==> src/rtl/core/tcce_pkg.sv <==
// tcce_pkg: shared types and constants of the text console cursor engine
// holds command codes, character codes, register indexes and the control/datapath bundles
// no dependencies
`default_nettype none

package tcce_pkg;

    // fixed field widths
    localparam int POS_W     = 11;
    localparam int BYTE_W    = 8;
    localparam int CFG_IDX_W = 3;
    localparam int NUM_REGS  = 7;

    // item commands
    typedef enum logic [1:0] {
        CMD_PUT         = 2'd0,
        CMD_SCROLL_UP   = 2'd1,
        CMD_SCROLL_DOWN = 2'd2,
        CMD_READ        = 2'd3
    } t_cmd;

    // character codes
    localparam logic [BYTE_W-1:0] CH_NEWLINE       = 8'h0A;
    localparam logic [BYTE_W-1:0] CH_BACKSPACE     = 8'h08;
    localparam logic [BYTE_W-1:0] CH_TAB           = 8'h09;
    localparam logic [BYTE_W-1:0] CH_COLOR_FIRST   = 8'h01;
    localparam logic [BYTE_W-1:0] CH_COLOR_DEFAULT = 8'h06;
    localparam logic [BYTE_W-1:0] CH_BLANK         = 8'h20;

    // colour of a cell after reset
    localparam logic [BYTE_W-1:0] RESET_COLOR = 8'd7;

    // configuration register indexes
    localparam logic [CFG_IDX_W-1:0] REG_COLOR_DEFAULT    = 3'd0;
    localparam logic [CFG_IDX_W-1:0] REG_COLOR_TAB        = 3'd1;
    localparam logic [CFG_IDX_W-1:0] REG_COLOR_CODE_ONE   = 3'd2;
    localparam logic [CFG_IDX_W-1:0] REG_COLOR_CODE_TWO   = 3'd3;
    localparam logic [CFG_IDX_W-1:0] REG_COLOR_CODE_THREE = 3'd4;
    localparam logic [CFG_IDX_W-1:0] REG_COLOR_CODE_FOUR  = 3'd5;
    localparam logic [CFG_IDX_W-1:0] REG_COLOR_CODE_FIVE  = 3'd6;
    // colour code n selects register n + 1
    localparam logic [CFG_IDX_W-1:0] REG_CODE_OFFSET      = 3'd1;

    // register reset values
    localparam logic [BYTE_W-1:0] COLOR_DEFAULT_RST    = 8'd7;
    localparam logic [BYTE_W-1:0] COLOR_TAB_RST        = 8'd1;
    localparam logic [BYTE_W-1:0] COLOR_CODE_ONE_RST   = 8'd4;
    localparam logic [BYTE_W-1:0] COLOR_CODE_TWO_RST   = 8'd2;
    localparam logic [BYTE_W-1:0] COLOR_CODE_THREE_RST = 8'd9;
    localparam logic [BYTE_W-1:0] COLOR_CODE_FOUR_RST  = 8'd12;
    localparam logic [BYTE_W-1:0] COLOR_CODE_FIVE_RST  = 8'd10;

    typedef logic [NUM_REGS-1:0][BYTE_W-1:0] t_color_file;

    typedef enum logic [2:0] {
        CC_NEWLINE,
        CC_BACKSPACE,
        CC_TAB,
        CC_COLOR,
        CC_PRINT
    } t_char_class;

    typedef enum logic [3:0] {
        ST_CLEAR,
        ST_IDLE,
        ST_DECODE,
        ST_RD_WAIT,
        ST_NL_FIN,
        ST_POP,
        ST_BS_CLR,
        ST_TAB,
        ST_SCROLL,
        ST_DONE
    } t_state;

    // controller to datapath
    typedef struct packed {
        logic load_item;
        logic clear_write;
        logic scroll_up;
        logic scroll_down;
        logic rd_issue;
        logic rd_capture;
        logic push;
        logic put_char;
        logic set_color;
        logic div_start;
        logic nl_finish;
        logic pop_issue;
        logic pop_capture;
        logic bs_empty;
        logic bs_write;
        logic tab_start;
        logic tab_write;
        logic auto_scroll;
    } t_dp_cmd;

    // datapath to controller
    typedef struct packed {
        t_cmd        cmd;
        t_char_class cclass;
        logic        room_nl;
        logic        room_tab;
        logic        room_chr;
        logic        cur_nonzero;
        logic        stack_empty;
        logic        addr_ok;
        logic        bs_more;
        logic        tab_last;
        logic        scroll_need;
        logic        clear_last;
    } t_dp_status;

    function automatic t_char_class char_class(input logic [BYTE_W-1:0] ch);
        t_char_class cc;
        unique case (ch) inside
            CH_NEWLINE:                        cc = CC_NEWLINE;
            CH_BACKSPACE:                      cc = CC_BACKSPACE;
            CH_TAB:                            cc = CC_TAB;
            [CH_COLOR_FIRST:CH_COLOR_DEFAULT]: cc = CC_COLOR;
            default:                           cc = CC_PRINT;
        endcase
        return cc;
    endfunction

endpackage

`default_nettype wire

==> src/rtl/core/tcce_ctrl.sv <==
// tcce_ctrl: sequencing state machine of the console engine
// depends on tcce_pkg; drives tcce_dpath through command and status bundles
`default_nettype none

module tcce_ctrl (
    input  wire                   i_clk,
    input  wire                   i_rst_n,
    input  wire                   i_in_valid,
    output logic                  o_in_stall,
    input  wire                   i_out_free,
    output logic                  o_out_load,
    input  tcce_pkg::t_dp_status  i_stat,
    output tcce_pkg::t_dp_cmd     o_cmd
);

    tcce_pkg::t_state r_state;
    tcce_pkg::t_state n_state;

    always_ff @(posedge i_clk) begin
        if (!i_rst_n) begin
            r_state <= tcce_pkg::ST_CLEAR;
        end else begin
            r_state <= n_state;
        end
    end

    always_comb begin
        n_state    = r_state;
        o_cmd      = '0;
        o_out_load = 1'b0;
        o_in_stall = 1'b1;
        unique case (r_state)
            tcce_pkg::ST_CLEAR: begin
                o_cmd.clear_write = 1'b1;
                if (i_stat.clear_last) begin
                    n_state = tcce_pkg::ST_IDLE;
                end
            end
            tcce_pkg::ST_IDLE: begin
                o_in_stall = 1'b0;
                if (i_in_valid) begin
                    o_cmd.load_item = 1'b1;
                    n_state         = tcce_pkg::ST_DECODE;
                end
            end
            tcce_pkg::ST_DECODE: begin
                unique case (i_stat.cmd)
                    tcce_pkg::CMD_SCROLL_UP: begin
                        o_cmd.scroll_up = 1'b1;
                        n_state         = tcce_pkg::ST_DONE;
                    end
                    tcce_pkg::CMD_SCROLL_DOWN: begin
                        o_cmd.scroll_down = 1'b1;
                        n_state           = tcce_pkg::ST_DONE;
                    end
                    tcce_pkg::CMD_READ: begin
                        if (i_stat.addr_ok) begin
                            o_cmd.rd_issue = 1'b1;
                            n_state        = tcce_pkg::ST_RD_WAIT;
                        end else begin
                            n_state = tcce_pkg::ST_DONE;
                        end
                    end
                    tcce_pkg::CMD_PUT: begin
                        n_state = tcce_pkg::ST_SCROLL;
                        unique case (i_stat.cclass)
                            tcce_pkg::CC_NEWLINE: begin
                                if (i_stat.room_nl) begin
                                    o_cmd.push      = 1'b1;
                                    o_cmd.div_start = 1'b1;
                                    n_state         = tcce_pkg::ST_NL_FIN;
                                end
                            end
                            tcce_pkg::CC_BACKSPACE: begin
                                if (i_stat.cur_nonzero) begin
                                    if (i_stat.stack_empty) begin
                                        o_cmd.bs_empty = 1'b1;
                                        n_state        = tcce_pkg::ST_BS_CLR;
                                    end else begin
                                        o_cmd.pop_issue = 1'b1;
                                        n_state         = tcce_pkg::ST_POP;
                                    end
                                end
                            end
                            tcce_pkg::CC_TAB: begin
                                if (i_stat.room_tab) begin
                                    o_cmd.push      = 1'b1;
                                    o_cmd.tab_start = 1'b1;
                                    n_state         = tcce_pkg::ST_TAB;
                                end
                            end
                            tcce_pkg::CC_COLOR: begin
                                o_cmd.set_color = 1'b1;
                            end
                            default: begin
                                if (i_stat.room_chr) begin
                                    o_cmd.push     = 1'b1;
                                    o_cmd.put_char = 1'b1;
                                end
                            end
                        endcase
                    end
                    default: begin
                        n_state = tcce_pkg::ST_DONE;
                    end
                endcase
            end
            tcce_pkg::ST_RD_WAIT: begin
                o_cmd.rd_capture = 1'b1;
                n_state          = tcce_pkg::ST_DONE;
            end
            tcce_pkg::ST_NL_FIN: begin
                o_cmd.nl_finish = 1'b1;
                n_state         = tcce_pkg::ST_SCROLL;
            end
            tcce_pkg::ST_POP: begin
                o_cmd.pop_capture = 1'b1;
                n_state           = tcce_pkg::ST_BS_CLR;
            end
            tcce_pkg::ST_BS_CLR: begin
                if (i_stat.bs_more) begin
                    o_cmd.bs_write = 1'b1;
                end else begin
                    n_state = tcce_pkg::ST_SCROLL;
                end
            end
            tcce_pkg::ST_TAB: begin
                o_cmd.tab_write = 1'b1;
                if (i_stat.tab_last) begin
                    n_state = tcce_pkg::ST_SCROLL;
                end
            end
            tcce_pkg::ST_SCROLL: begin
                if (i_stat.scroll_need) begin
                    o_cmd.auto_scroll = 1'b1;
                end else begin
                    n_state = tcce_pkg::ST_DONE;
                end
            end
            tcce_pkg::ST_DONE: begin
                if (i_out_free) begin
                    o_out_load = 1'b1;
                    n_state    = tcce_pkg::ST_IDLE;
                end
            end
            default: begin
                n_state = tcce_pkg::ST_IDLE;
            end
        endcase
    end

endmodule

`default_nettype wire

==> config.mk <==
export PLATFORM = sky130hd
export DESIGN_NAME = tcce_ctrl
export DESIGN_NICKNAME = d
export VERILOG_FILES = /design/src/rtl/core/tcce_pkg.sv /design/src/rtl/core/tcce_ctrl.sv
export SDC_FILE = /design/constraint.sdc
export NUM_CORES = 1
export LEC_CHECK = 0
export BUFFER_PORTS_ARGS = -buffer_cell sky130_fd_sc_hd__buf_2
export CAP_MARGIN = 20
export CORE_MARGIN = 3
export CORE_UTILIZATION = 40
export CTS_BUF_LIST = sky130_fd_sc_hd__clkbuf_2
export CTS_CLUSTER_SIZE = 25
export DETAILED_ROUTE_END_ITERATION = 10
export GPL_ROUTABILITY_DRIVEN = 0
export PLACE_DENSITY_LB_ADDON = 0.12
export SLEW_MARGIN = 5
export SYNTH_ARGS = -nofsm -noshare
export SYNTH_HDL_FRONTEND = slang
export SYNTH_SLANG_ARGS = --single-unit
==> constraint.sdc <==
create_clock -name i_clk -period 1.7 [get_ports i_clk]
set_clock_uncertainty 0.2 [all_clocks]
set_input_delay 0.34 -clock i_clk [delete_from_list [all_inputs] [get_ports i_clk]]
set_output_delay 0.34 -clock i_clk [all_outputs]
set_load 0.01 [all_outputs]
==> run_results.csv <==
group,metric,value,unit
cells_and_area,largest_reg_flops,4,
power,switching_share,0.3897,
place,portBuffers,38,
detailed_routing,vias,951,
run,drv_cap,0,
hold_path,holdPathStages,2,
cells_and_area,stdcell_count,171,
global_routing,grt_pass1_wl,3229,microns
yosys,synth_most_common_cell,"nand2_1",
detailed_routing,antenna_left,0,
global_routing,grt_pass1_vias,806,
sta,min_period,2.026,ns
die,rows,14,
sta,tns,-3.201,ns
power,p_sw,236.3,uW
yosys,yosysWarnings,0,
clock_tree,cts_buffers,3,
critical_path,cp_cell_sequence,"nor4b_4 > nand2_2 > nor4bb_4 > buf_2",
yosys,yosysTopAreaCell,"dfxtp_1",
detailed_routing,drt-initial-drc-count,13,
hold_path,hp-class,"in2reg",
detailed_routing,drc,0,
power,total_leakage_power,0.6567,nW
sta,slew_violations,0,
outcome,status,"complete, but fails checks",
clock_tree,root_buffer,"clkbuf_2",
cells_and_area,fin_area,1316,sq um
critical_path,worstReg2RegEnd,"r_state[2]$_SDFFE_PN0P_",
die,die_area,2211,sq um
cells_and_area,fin_nets,180,
critical_path,cp.required,1.16,ns
critical_path,worst_r2r_path_depth,6,
sta,finalHoldViolCount,0,
clock_tree,clockBufferDepth,2,
global_routing,antenna_found_initial,0,
place,place_inst,154,
yosys,yosysTopAreaCellShare,0.1190,
clock_tree,clk_latency,0.21,ns
clock_tree,cts_num_sinks,4,
die,core_area,1541,sq um
power,seq_power_share,0.202,
global_routing,grt_max_degree,17,
cells_and_area,fill_cells,92,
power,p_total,606.3,uW
hold_path,holdPathEnd,"r_state[0]$_SDFFE_PN0P_",
cells_and_area,syn_to_final_growth,95.54,%
detailed_routing,vias_per_cell,5.561,
critical_path,startpoint_type,"flip-flop",
yosys,synthCells,90,
sta,holdWs,0.1890,ns
sta,fin_crit_sh,1.192,
yosys,yosys_most_used_dff,"dfxtp_1",
detailed_routing,firstDrtPassIters,6,
sta,worst_pin_slew,0.3023,ns
clock_tree,clkTransAtPathRegs,0.05,ns
critical_path,cp_max_fo,4,
cells_and_area,reg_top3,"r_state (4)",
cells_and_area,diodes,0,
yosys,async_flop_share,0,
power,ir_drop,0.2393,mV
sta,rsz0062_at_grt,"true",
place,placed_cell_area,996.0,sq um
power,pwr-share-clk,0.146,
critical_path,crit_type,"reg2out",
critical_path,crit_slowest_cell,"nor4b_4",
yosys,synth-edff-count,0,
place,dpl_worst_slack,-0.1376,ns
cells_and_area,fin_util,0.8539,
power,intPower,370.0,uW
yosys,netlist_area,673.1,sq um
yosys,yosys-top-cells-area,"dfxtp_1 (12%), ha_1 (7.4%), nand2_1 (6.1%)",
yosys,syn_avg_cell_area,7.479,sq um
critical_path,r2r_slack,-0.13,ns
detailed_routing,routed_wl,2478,microns
detailed_routing,wl_per_cell,14.49,microns
sta,slew_headroom,0.7976,
outcome,failed_checks,"negative setup slack",
die,start_util,0.4367,
critical_path,end_kind,"primary output",
cells_and_area,top_register,"r_state",
global_routing,grt_usage,0.1975,
yosys,yosys.cell_types.count,38,
sta,setup_violations,21,
sta,max_freq,0.4935,GHz
critical_path,cpPeakStageDelay,0.35,ns
hold_path,min_from,"i_rst_n",
yosys,ys_ff_latch,4,
clock_tree,htreeDepth,1,
sta,finalWorstSetupSlack,-0.3265,ns
critical_path,rr_startpoint,"r_state[3]$_SDFFE_PN0P_",
global_routing,grt_remaining_overflow,0,
power,combinationalPowerShare,0.652,
die,pin_count,39,
cells_and_area,layout-drive-gt1-share,0.6710,
yosys,ys_seq_area_frac,0.1190,
place,dp_hpwl,1589,microns
die,die_w,47.02,microns
clock_tree,tritoncts,"yes",
critical_path,arrival,1.49,ns
power,power_density,460.6,nW/um^2
yosys,synthTopCellsByCount,"nand2_1 (11), nor2_1 (8), and3_1 (5), nand3_1 (5), nor2b_1 (5)",
die,die_h,47.02,microns
yosys,synth_nets,113,
-- power by group through the flow --
stage,logic [mW],clock network [mW],registers [mW]
floorplan,0.173,0,0.108
global placement,0.255,0,0.113
detailed placement,0.259,0,0.114
CTS,0.301,0.0906,0.114
global route,0.423,0.0967,0.123
finish,0.396,0.0883,0.122
-- timing repair --
| item | CTS | global route |
|---|---|---|
| resized for setup | 21 | 24 |
| hold buffers | 0 | 0 |
| cloned | 0 | 1 |
| pin swaps | 3 | 7 |
| setup buffers | 5 | 8 |
| setup endpoints to repair | 21 | 23 |
-- layer usage --
| layer | wire, microns | vias up | global-route usage |
|---|---|---|---|
| li1 | - | 461 | - |
| met1 | 961 | 444 | 0.2364 |
| met2 | 1325 | 42 | 0.3631 |
| met3 | 153 | 4 | 0.04598 |
| met4 | 38 | 0 | 0.02762 |
| met5 | 0 | - | 0 |
-- cell type report --
cell class / instances / area [sq um] / share of cell area
Clock buffer: 3 / 15.01 / 0.01141
Sequential cell: 4 / 87.58 / 0.06654
Multi-Input combinational cell: 77 / 693.2 / 0.5266
Tap cell: 16 / 20.02 / 0.01521
Inverter: 4 / 15.01 / 0.01141
Timing Repair Buffer: 67 / 485.5 / 0.3688
-- worst max-delay path, delay by kind of cell (launching register included) --
kind,cells,cell delay (ns)
and+or+nand+nor,3,0.79
buffers and inverters,1,0.16
DFF,1,0.33
-- layout by cell type (no fill, tap or decap), drive strengths merged, types with 3 or more instances in the layout --
cell	n
a21oi	3
and2	3
buf	66
nor2	8
mux2i	3
nor2b	5
inv	4
dfxtp	4
and3	5
clkbuf	4
nand2	11
ha	4
nand3	5
-- kinds of logic (layout without fill, tap and decap cells) --
family                     after synthesis  count (layout)  synth area share
DFF                                      4               4            0.1190
AOI/OAI and AO/OA                       16              16            0.1840
adders and majority gates                4               4           0.07435
buffers and inverters                    9              74           0.07062
muxes                                    5               5           0.07807
and+or+nand+nor                         52              52            0.4740
-- worst max path at each step --
stage | startpoint | endpoint | slack (ns) | cells past startpoint
6_report | r_state[3]$_SDFFE_PN0P_ | o_cmd[9] | -0.33 | 4
5_1_grt | r_state[3]$_SDFFE_PN0P_ | o_cmd[8] | -0.40 | 4
4_1_cts | r_state[3]$_SDFFE_PN0P_ | o_cmd[9] | -0.32 | 4
3_5_place_dp | i_stat[13] | r_state[2]$_SDFFE_PN0P_ | -0.14 | 6
3_3_place_gp | i_stat[13] | r_state[2]$_SDFFE_PN0P_ | -0.14 | 6
2_1_floorplan | r_state[0]$_SDFFE_PN0P_ | o_cmd[8] | -0.02 | 4
Power figures use the tool's default switching activity.
